$ cat src/rtl/ksp_pkg.sv
`default_nettype none
package ksp_pkg;

    localparam int KEY_DEPTH_DEF = 64;

    localparam int TIME_W    = 24;
    localparam int POS_W     = 32;
    localparam int IDX_W     = 6;
    localparam int KCNT_W    = 7;
    localparam int TEN_W     = 16;
    localparam int STAT_W    = 2;
    localparam int CFG_W     = 16;
    localparam int CFG_IDX_W = 1;

    // divider: dividend covers |g * dt21| < 2^58, divisor is a key time span
    localparam int DVD_W = 58;
    localparam int DVS_W = 24;

    localparam logic [KCNT_W-1:0] KEY_COUNT_RST = 7'd4;
    localparam logic [TEN_W-1:0]  TENSION_RST   = 16'd32768;

    localparam logic [CFG_IDX_W-1:0] CFG_KEY_COUNT = 1'b0;
    localparam logic [CFG_IDX_W-1:0] CFG_TENSION   = 1'b1;

    localparam logic KIND_LOAD  = 1'b0;
    localparam logic KIND_QUERY = 1'b1;

    localparam logic [STAT_W-1:0] STATUS_OK        = 2'd0;
    localparam logic [STAT_W-1:0] STATUS_CLAMPED   = 2'd1;
    localparam logic [STAT_W-1:0] STATUS_NO_RESULT = 2'd2;

    localparam logic [44:0] TANGENT_LIMIT = 45'h100000000000;

    typedef struct packed {
        logic [TIME_W-1:0]       stamp;
        logic signed [POS_W-1:0] x;
        logic signed [POS_W-1:0] y;
        logic signed [POS_W-1:0] z;
    } key_entry_t;

    typedef struct packed {
        logic             start;
        logic [DVD_W-1:0] dividend;
        logic [DVS_W-1:0] divisor;
    } div_req_t;

    typedef struct packed {
        logic             done;
        logic             busy;
        logic [DVD_W-1:0] quotient;
    } div_rsp_t;

endpackage
`default_nettype wire

$ cat src/rtl/ksp_div.sv
`default_nettype none
module ksp_div (
    input  wire logic              clk,
    input  wire logic              rst_n,
    input  wire ksp_pkg::div_req_t req,
    output ksp_pkg::div_rsp_t      rsp
);

    localparam int DW    = ksp_pkg::DVD_W;
    localparam int SW    = ksp_pkg::DVS_W;
    localparam int CNT_W = $clog2(ksp_pkg::DVD_W + 1);

    logic             busy_reg;
    logic             done_reg;
    logic [CNT_W-1:0] cnt_reg;
    logic [DW-1:0]    dvd_reg;
    logic [SW-1:0]    dvs_reg;
    logic [SW-1:0]    rem_reg;

    logic [SW:0]   rem_sh;
    logic [SW-1:0] diff;
    logic          ge;

    // one quotient bit per cycle, restoring
    assign rem_sh = {rem_reg, dvd_reg[DW-1]};
    assign ge     = rem_sh >= {1'b0, dvs_reg};
    // when ge holds the difference is below the divisor, so the low bits suffice
    assign diff   = rem_sh[SW-1:0] - dvs_reg;

    always_ff @(posedge clk or negedge rst_n)
    begin
        if (!rst_n)
        begin
            busy_reg <= 1'b0;
            done_reg <= 1'b0;
            cnt_reg  <= '0;
            dvd_reg  <= '0;
            dvs_reg  <= '0;
            rem_reg  <= '0;
        end
        else if (req.start)
        begin
            busy_reg <= 1'b1;
            done_reg <= 1'b0;
            cnt_reg  <= CNT_W'(DW);
            dvd_reg  <= req.dividend;
            dvs_reg  <= req.divisor;
            rem_reg  <= '0;
        end
        else if (busy_reg)
        begin
            dvd_reg <= {dvd_reg[DW-2:0], ge};
            rem_reg <= ge ? diff : rem_sh[SW-1:0];
            cnt_reg <= cnt_reg - CNT_W'(1);
            if (cnt_reg == CNT_W'(1))
            begin
                busy_reg <= 1'b0;
                done_reg <= 1'b1;
            end
        end
        else
        begin
            done_reg <= 1'b0;
        end
    end

    assign rsp.done     = done_reg;
    assign rsp.busy     = busy_reg;
    assign rsp.quotient = dvd_reg;

endmodule
`default_nettype wire
$ cat config.mk
export PLATFORM = sky130hd
export DESIGN_NAME = ksp_div
export DESIGN_NICKNAME = d
export VERILOG_FILES = /design/src/rtl/ksp_pkg.sv /design/src/rtl/ksp_div.sv
export SDC_FILE = /design/constraint.sdc
export NUM_CORES = 1
export LEC_CHECK = 0
export ABC_AREA = 1
export BUFFER_PORTS_ARGS = -buffer_cell sky130_fd_sc_hd__buf_2
export CORE_AREA = 2 2 104 157
export DETAILED_ROUTE_END_ITERATION = 7
export DIE_AREA = 0 0 106 159
export PLACE_DENSITY = 0.67
export SLEW_MARGIN = 20
export SYNTH_ARGS = -nofsm -noshare
export SYNTH_HDL_FRONTEND = slang
export SYNTH_SLANG_ARGS = --single-unit
$ cat constraint.sdc
create_clock -name clk -period 2.2 [get_ports clk]
set_clock_uncertainty 0.1 [all_clocks]
set_input_delay 0.22 -clock clk [delete_from_list [all_inputs] [get_ports clk]]
set_output_delay 0.22 -clock clk [all_outputs]
set_load 0.01 [all_outputs]
=== Yosys cells after proc, flatten, opt, wreduce, memory -nomap -nowiden ===
Index checks and enable logic that the tools add are counted.

* Register bits: 114
* Output and inout bits: 60
* Word-level logic and storage cells: 25

* Add/subtract/negate cells: 2
* $lt $le $gt $ge: 1
* Eq/ne operators: 2
* Muxes and demuxes: 13
* Reduce and logical (&&, ||, !) cells: 1

{| class="wikitable"
|+ Operator list
! kind !! number
|-
| 58-bit 2-to-1 mux || 2
|-
| 24-bit 2-to-1 mux || 3
|-
| 25-bit by 24-bit greater-or-equal comparator with 1-bit output || 1
|-
| 24-bit subtractor || 1
|-
| 6-bit 2-to-1 mux || 2
|-
| 6-bit by 1-bit equality test with 1-bit output, second input constant || 1
|-
| 1-bit 2-to-1 mux || 6
|-
| 6-bit by 1-bit subtractor with 6-bit output, second input constant || 1
|-
| 3-bit by 2-bit inequality test with 1-bit output, second input constant || 1
|-
| 2-bit nonzero test || 1
|}

=== Longest topological paths before layout ===
Gate-level depths: netlist (run 1).

* Depth after elaboration: 4
* Depth in mapped cells: 14
* Mapped depth without buffers: 14

=== Worst setup path before layout (run 1) ===
No wires, ideal clock.

* Path kind: register -> register
* From: register dvd_reg[57]
* To: register rem_reg[16]
* Arrival: 1.791 ns
* Data required time: 1.982 ns
* Slack: 0.191 ns
* Stages on the path, launching flop included: 14
* Path buffers: 0
* Cell sequence: dfrtp_1 > inv_1 > ha_1 > fa_1 > inv_1 > nand2_1 > nand3_1 > nand2_1 > nand2_1 > nand2_1 > nand3_1 > nand3_2 > nand3_1 > nand2_1

* Cells in the longest elaborated chain, start to end: 4
* Elaborated cells between the ends (all ways): 5
* Those cells by class: add/sub: 1; order compare: 1; mux: 3

{| class="wikitable"
|+ Ends and longest elaborated chain
! what !! line !! source
|-
| start, declared || ksp_div.sv:16 || <nowiki>logic [DW-1:0] dvd_reg;</nowiki>
|-
| start signal, assigned || ksp_div.sv:46 || <nowiki>dvd_reg <= req.dividend;</nowiki>
|-
| start signal, assigned || ksp_div.sv:52 || <nowiki>dvd_reg <= {dvd_reg[DW-2:0], ge};</nowiki>
|-
| 24-bit subtractor or 25-bit by 24-bit greater-or-equal comparator with 1-bit output (tied branches) || ksp_div.sv:28, ksp_div.sv:26 ||
|-
| 24-bit 2-to-1 mux * || ksp_div.sv:53 || <nowiki>rem_reg <= ge ? diff : rem_sh[SW-1:0];</nowiki>
|-
| 24-bit 2-to-1 mux * || ksp_div.sv:50 || <nowiki>else if (busy_reg)</nowiki>
|-
| 24-bit 2-to-1 mux * || ksp_div.sv:41 || <nowiki>else if (req.start)</nowiki>
|-
| end signal, assigned || ksp_div.sv:53 ||
|-
| end, declared || ksp_div.sv:18 || <nowiki>logic [SW-1:0] rem_reg;</nowiki>
|}

Mark *: on every way between the ends. The rest lies on a longest branch, timed or not. The select of a mux whose other input is x is not followed.
A chain may end at the register's enable or synchronous reset.

=== Worst setup path in the final report (run 1) ===
* From: register rem_reg[18]
* To: register rem_reg[11]

* Cells in the longest elaborated chain, start to end: 4

{| class="wikitable"
|+ Ends and longest elaborated chain
! what !! line !! source
|-
| 25-bit by 24-bit greater-or-equal comparator with 1-bit output || ksp_div.sv:26 || <nowiki>assign ge = rem_sh >= {1'b0, dvs_reg};</nowiki>
|-
| 24-bit 2-to-1 mux || ksp_div.sv:53 ||
|-
| 24-bit 2-to-1 mux || ksp_div.sv:50 ||
|-
| 24-bit 2-to-1 mux || ksp_div.sv:41 ||
|}

No other way between the ends. The select of a mux whose other input is x is not followed.

==> reports/results.txt, run 1 <==
Status = completed
Period utilization = 0.957
Crit path buf inv count = 2
TritonCTS clock tree = yes
Vias = 7243
HP Class = input pin to register
DP Wirelength = 15.4 mm
Fin. max-slew vios = 0
Net Count, Synth = 1059
Final setup violation count = 0
Pwr per Cell Area = 1060 nW/um^2
Antenna-violating nets left = 0
I/O Pins = 145
Effective utilization at floorplan = 0.444
Final RePlAce weighted congestion = 0.918
Top Family by Delay on Critical Path = simple AND/OR/NAND/NOR gates
Syn Std Cell Area = 6880 um^2
Max FFs per register = 58
Mapped Cells = 947
First-pass GRT wire length = 36.6 mm
Slowest cell on crit path = dfrtp_1
WL per Instance = 16.0 um
Max Cap Viol = 0
Avg Cell Area, Syn = 7.27 um^2
Min cycle time layout = 2.11 ns
Clock sinks = 114
Seq/Total Area, Yosys = 0.414
1st-iter DRT viols = 250
Clock transition at path regs = 0.06 ns
Later-pin clock latency in the skew report = 0.42 ns
Die Area = 16900 um^2
Setup slack after layout = 0.0949 ns
Critical Path End Type = register
Min Hold Slack = 0.149 ns
Warning count from the yosys run = 0
CP max FO = 5
VDD IR max = 0.000512 V
NumNets Final = 1322
Worst Tran Pin Value = 0.543 ns
Drt drc = 0
Share of cells above drive strength 1 = 0.281
Power, Total = 10.7 mW
Antenna violations before repair = 0
Leakage power = 5.24 nW
CP Class = register to register
CTS H-Tree Depth = 4
Final Hold Vio Count = 0
Post-synth cell types = 36
Number of global-route vias before repair = 7713
Die H = 159 um
CP Launch Type = register
Clock Tree Buf Depth = 2
GRT Total Usage = 0.274
Clock buffer count from CTS = 17
Fmax = 0.475 GHz
ANT cells = 0
CORE AREA = 15500 um^2
Arr. time, crit path = 2.31 ns
Worst path required time = 2.40 ns
Crit-path cells = ha_4, nand4_1, buf_4, nor3_4, nand3b_4, nand3_4, clkbuf_16, nand3_2, nand3_1, nand2_1
Die W = 106 um
Pre-CTS setup slack = -0.00705 ns
Row cnt = 56
IO buf count = 144
CP peak stage delay = 0.42 ns
TritonRoute pass-1 iters = 6
Slew HR = 0.638
Area Growth Syn to Fin = 46.8%
Synthesis-stage register bit count = 114
Via density = 5.08
Drt total wl = 22.9 mm
Pin count of the biggest net entering global routing = 57
Root Buffer = clkbuf_16
Gr ovfl total = 0
synthesized netlist by cell type, drive strengths merged:
cell / n / share of area
nor3: 3 / 0.0036
nand3b: 3 / 0.0038
nand2: 337 / 0.19
or2: 1 / 0.00091
o211ai: 29 / 0.032
o221ai: 16 / 0.020
xor2: 2 / 0.0025
nor4: 2 / 0.0018
nand4: 28 / 0.025
dfrtp: 114 / 0.41
a21o: 1 / 0.0011
fa: 1 / 0.0029
xnor2: 9 / 0.011
a21oi: 20 / 0.016
inv: 167 / 0.091
buf: 12 / 0.012
clkinv: 1 / 0.00054
ha: 26 / 0.047
clkbuf: 26 / 0.014
a22oi: 1 / 0.0011
nor2: 35 / 0.022
nand3: 68 / 0.057
o21ai: 45 / 0.033
worst reg2reg max path, cell delays in order, from the launching register on:
cell       delay [ns]
dfrtp_1          0.42
ha_4             0.33
nand4_1          0.14
buf_4            0.18
nor3_4           0.15
nand3b_4         0.12
nand3_4          0.17
clkbuf_16        0.18
nand3_2          0.05
nand3_1          0.08
nand2_1          0.06
power breakdown:
| group | switching [mW] | internal, mW | leakage (nW) |
|---|---|---|---|
| clock network | 1.12 | 1.79 | 0.283 |
| registers | 0.271 | 2.41 | 1.39 |
| logic | 2.85 | 2.26 | 3.56 |
routing by layer:
metal	global-route usage	part of all wire	up-vias	wire, um
met5	0	0	-	0
met4	0.142	0.043	0	973
met3	0.0499	0.050	69	1130
met2	0.501	0.53	249	12100
met1	0.296	0.38	3399	8680
li1	-	-	3526	-
timing repair:
| item | in CTS | in global routing |
|---|---|---|
| resized for setup | 4 | 101 |
| hold endpoints to repair | 114 | 0 |
| endpoints found under the setup margin | 12 | 25 |
| hold buffers | 83 | 0 |
| gates cloned | 0 | 1 |
| setup buffers | 0 | 11 |
| pin swaps | 0 | 18 |
area by class of cell:
type,count,area (um^2)
Tap cell,203,254
Multi-Input combinational cell,627,3700
Clock buffer,17,425
Clock inverter,14,181
Sequential cell,114,2850
Inverter,168,631
Timing Repair Buffer,282,2060
Fill cell,1344,5380
metrics by stage:
step           cell area (um^2)  utilization   TNS, ns  cells
2_1_floorplan              6880            -         0    947
3_5_place_dp               8080        0.522  -0.00705   1299
4_1_cts                    9550        0.617         0   1413
5_1_grt                   10100        0.652   -0.0442   1425
3_3_place_gp               8080        0.522         0   1299
6_report                  10100        0.652         0   1425
cells in the final DEF (no fill, tap or decap), types with 19 or more instances in the layout:
| master | synthesis | routed |
|---|---|---|
| nor2_1 | 28 | 21 |
| nand4_1 | 28 | 28 |
| dfrtp_1 | 114 | 113 |
| nand2_2 | 5 | 33 |
| dlygate4sd3_1 | 0 | 83 |
| inv_1 | 162 | 148 |
| buf_4 | 2 | 49 |
| inv_2 | 5 | 19 |
| o211ai_1 | 29 | 29 |
| o21ai_0 | 38 | 38 |
| nand3_1 | 59 | 56 |
| buf_2 | 8 | 142 |
| nand2_1 | 332 | 297 |
| ha_4 | 0 | 21 |
logic make-up (layout without fill, tap and decap cells):
logic type	count (synthesis)	in the layout	synth area share
compound gates	112	112	0.103
xor+xnor	11	11	0.0140
fa+ha+maj	27	27	0.0502
buf+inv	206	481	0.118
flops	114	114	0.414
simple gates	477	477	0.301
path summary, 6_finish.rpt:
check,slack [ns],to,cells after the start,from
max,0.09,rem_reg[11],10,rem_reg[18]
min,0.15,dvs_reg[11],3,req[82]
max reg2reg,0.09,rem_reg[11],10,rem_reg[18]
min reg2reg,0.40,cnt_reg[2],1,cnt_reg[2]
max in group asynchronous,1.08,rem_reg[16],3,rst_n
min in group asynchronous,0.20,dvs_reg[7],2,rst_n
(Power assumes the default switching activity.)
==> run 2: changes to the inputs <==
--- a/config.mk
+++ b/config.mk
@@ -7,10 +7,10 @@
 export LEC_CHECK = 0
 export ABC_AREA = 1
 export BUFFER_PORTS_ARGS = -buffer_cell sky130_fd_sc_hd__buf_2
-export CORE_AREA = 2 2 104 157
+export CORE_AREA = 2 2 94 141
 export DETAILED_ROUTE_END_ITERATION = 7
-export DIE_AREA = 0 0 106 159
-export PLACE_DENSITY = 0.67
+export DIE_AREA = 0 0 96 143
+export PLACE_DENSITY = 0.8
 export SLEW_MARGIN = 20
 export SYNTH_ARGS = -nofsm -noshare
 export SYNTH_HDL_FRONTEND = slang
==> reports/results.txt, run 2 (synthesized netlist as in run 1, its figures left out) <==
TritonRoute pass-1 iters = 6
Antenna violations before repair = 0
ANT cells = 0
Antenna-violating nets left = 0
Die W = 96 um
1st-iter DRT viols = 575
Row cnt = 50
Max FFs per register = 58
GRT Total Usage = 0.356
NumNets Final = 1300
First-pass GRT wire length = 37.4 mm
CP Class = register to register
Sequential power share = 0.251
Dpl cells = 1234
Worst Tran Pin Value = 0.635 ns
Leakage power = 5.10 nW
Capturing point of the worst reg2reg path = rem_reg[16]
Switch share = 0.396
Net Sw Power = 4.27 mW
Fin. max-slew vios = 0
HP Class = input pin to register
Area Growth Syn to Fin = 43.6%
Clock sinks = 114
Fmax = 0.467 GHz
Reg-to-reg startpoint = rem_reg[15]
Clock transition at path regs = 0.06 ns
Drt total wl = 24.3 mm
Final setup violation count = 0
Crit path from = rem_reg[15]
Reg2reg setup slack = 0.06 ns
IO buf count = 144
Min cycle time layout = 2.14 ns
DP Wirelength = 14.1 mm
Number of global-route vias before repair = 7787
VDD IR max = 0.000730 V
Die H = 143 um
TritonCTS clock tree = yes
Clock Tree Buf Depth = 2
Final Core Density = 0.794
CP Launch Type = register
Root Buffer = clkbuf_16
CTS H-Tree Depth = 4
Vias = 7726
Effective utilization at floorplan = 0.553
Worst setup path endpoint = rem_reg[16]
I/O Pins = 145
Period utilization = 0.974
Pin count of the biggest net entering global routing = 89
Status = completed
Via density = 5.69
Non-filler cells, final = 1357
Most common cell after layout, fill and taps aside = nand2_1
Crit-path cells = ha_4, nand4_1, nor3_2, nand3b_2, nand3_4, clkbuf_16, nand3_2, nand3_1, nand2_1
Slew HR = 0.576
Critical Path End Type = register
CP peak stage delay = 0.42 ns
Power Internal = 6.51 mW
Most frequent cells in the layout = nand2_1, inv_1, buf_2
Share of cells above drive strength 1 = 0.256
Path depth of the worst reg2reg path = 9
Final RePlAce weighted congestion = 0.946
Max Cap Viol = 0
Setup TNS = 0 ns
Later-pin clock latency in the skew report = 0.42 ns
WL per Instance = 17.9 um
Gr ovfl total = 0
Clock buffer count from CTS = 17
Worst path required time = 2.41 ns
Clock network power share = 0.295
Pwr per Cell Area = 1090 nW/um^2
Drt drc = 0
CP max FO = 7
Final Hold Vio Count = 0
Slowest cell on crit path = dfrtp_1
CORE AREA = 12400 um^2
Arr. time, crit path = 2.35 ns
Die Area = 13700 um^2
Combinational Power Share = 0.454
-- run 2: worst min path at each step --
stage                  from          end  slack, ns  cells past startpoint
floorplan             rst_n     busy_reg      -0.18                      0
global route        req[82]  dvs_reg[17]       0.13                      3
global placement      rst_n  dvd_reg[53]       0.10                      1
detailed placement    rst_n  dvd_reg[53]       0.11                      1
CTS                 req[82]  dvs_reg[17]       0.10                      3
finish              req[82]  dvs_reg[19]       0.11                      3
-- run 2: per-layer routing --
layer | global-route usage | wire, um | vias up
met5 | 0 | 0 | -
met2 | 0.624 | 12400 | 490
met1 | 0.379 | 8190 | 3583
met4 | 0.225 | 1980 | 0
met3 | 0.0734 | 1740 | 170
li1 | - | - | 3483
-- run 2: area by class of cell --
class | count | area [um^2]
tap | 156 | 195
multi-input combinational | 627 | 3630
timing repair buffer | 260 | 1900
clock buffer | 17 | 425
sequential | 114 | 2850
inverter | 168 | 634
fill | 795 | 2570
clock inverter | 15 | 243
-- run 2: stage by stage --
step	worst slack, ns	power, mW	hold slack [ns]	cell area (um^2)
CTS	0.0209	9.85	0.104	9390
finish	0.0578	10.8	0.108	9880
floorplan	0.191	5.39	-0.176	6880
global route	-0.0258	11.4	0.134	9880
global placement	0.0496	6.47	0.105	7890
detailed placement	0.00544	6.53	0.111	7890
-- run 2: repair_timing --
item / CTS / global route
hold endpoints to repair: 112 / 0
resized for setup: 1 / 86
pin swaps: 0 / 11
hold buffers: 83 / 0
setup endpoints to repair: 2 / 55
cloned: 0 / 1
buffers inserted: 0 / 7
-- run 2: worst max-delay path, delay by kind of cell, from the launching register on --
family        cells  cell delay (ns)
flops             1             0.42
fa+ha+maj         1             0.33
simple gates      7             0.98
buf+inv           1             0.19
-- run 2: power groups by stage --
stage               Sequential (mW)  Combinational, mW  Clock, mW
detailed placement             2.65               3.89          0
global placement               2.64               3.83          0
finish                         2.71               4.89       3.18
floorplan                      2.65               2.74          0
CTS                            2.62               4.06       3.18
global route                   2.73               5.35       3.29
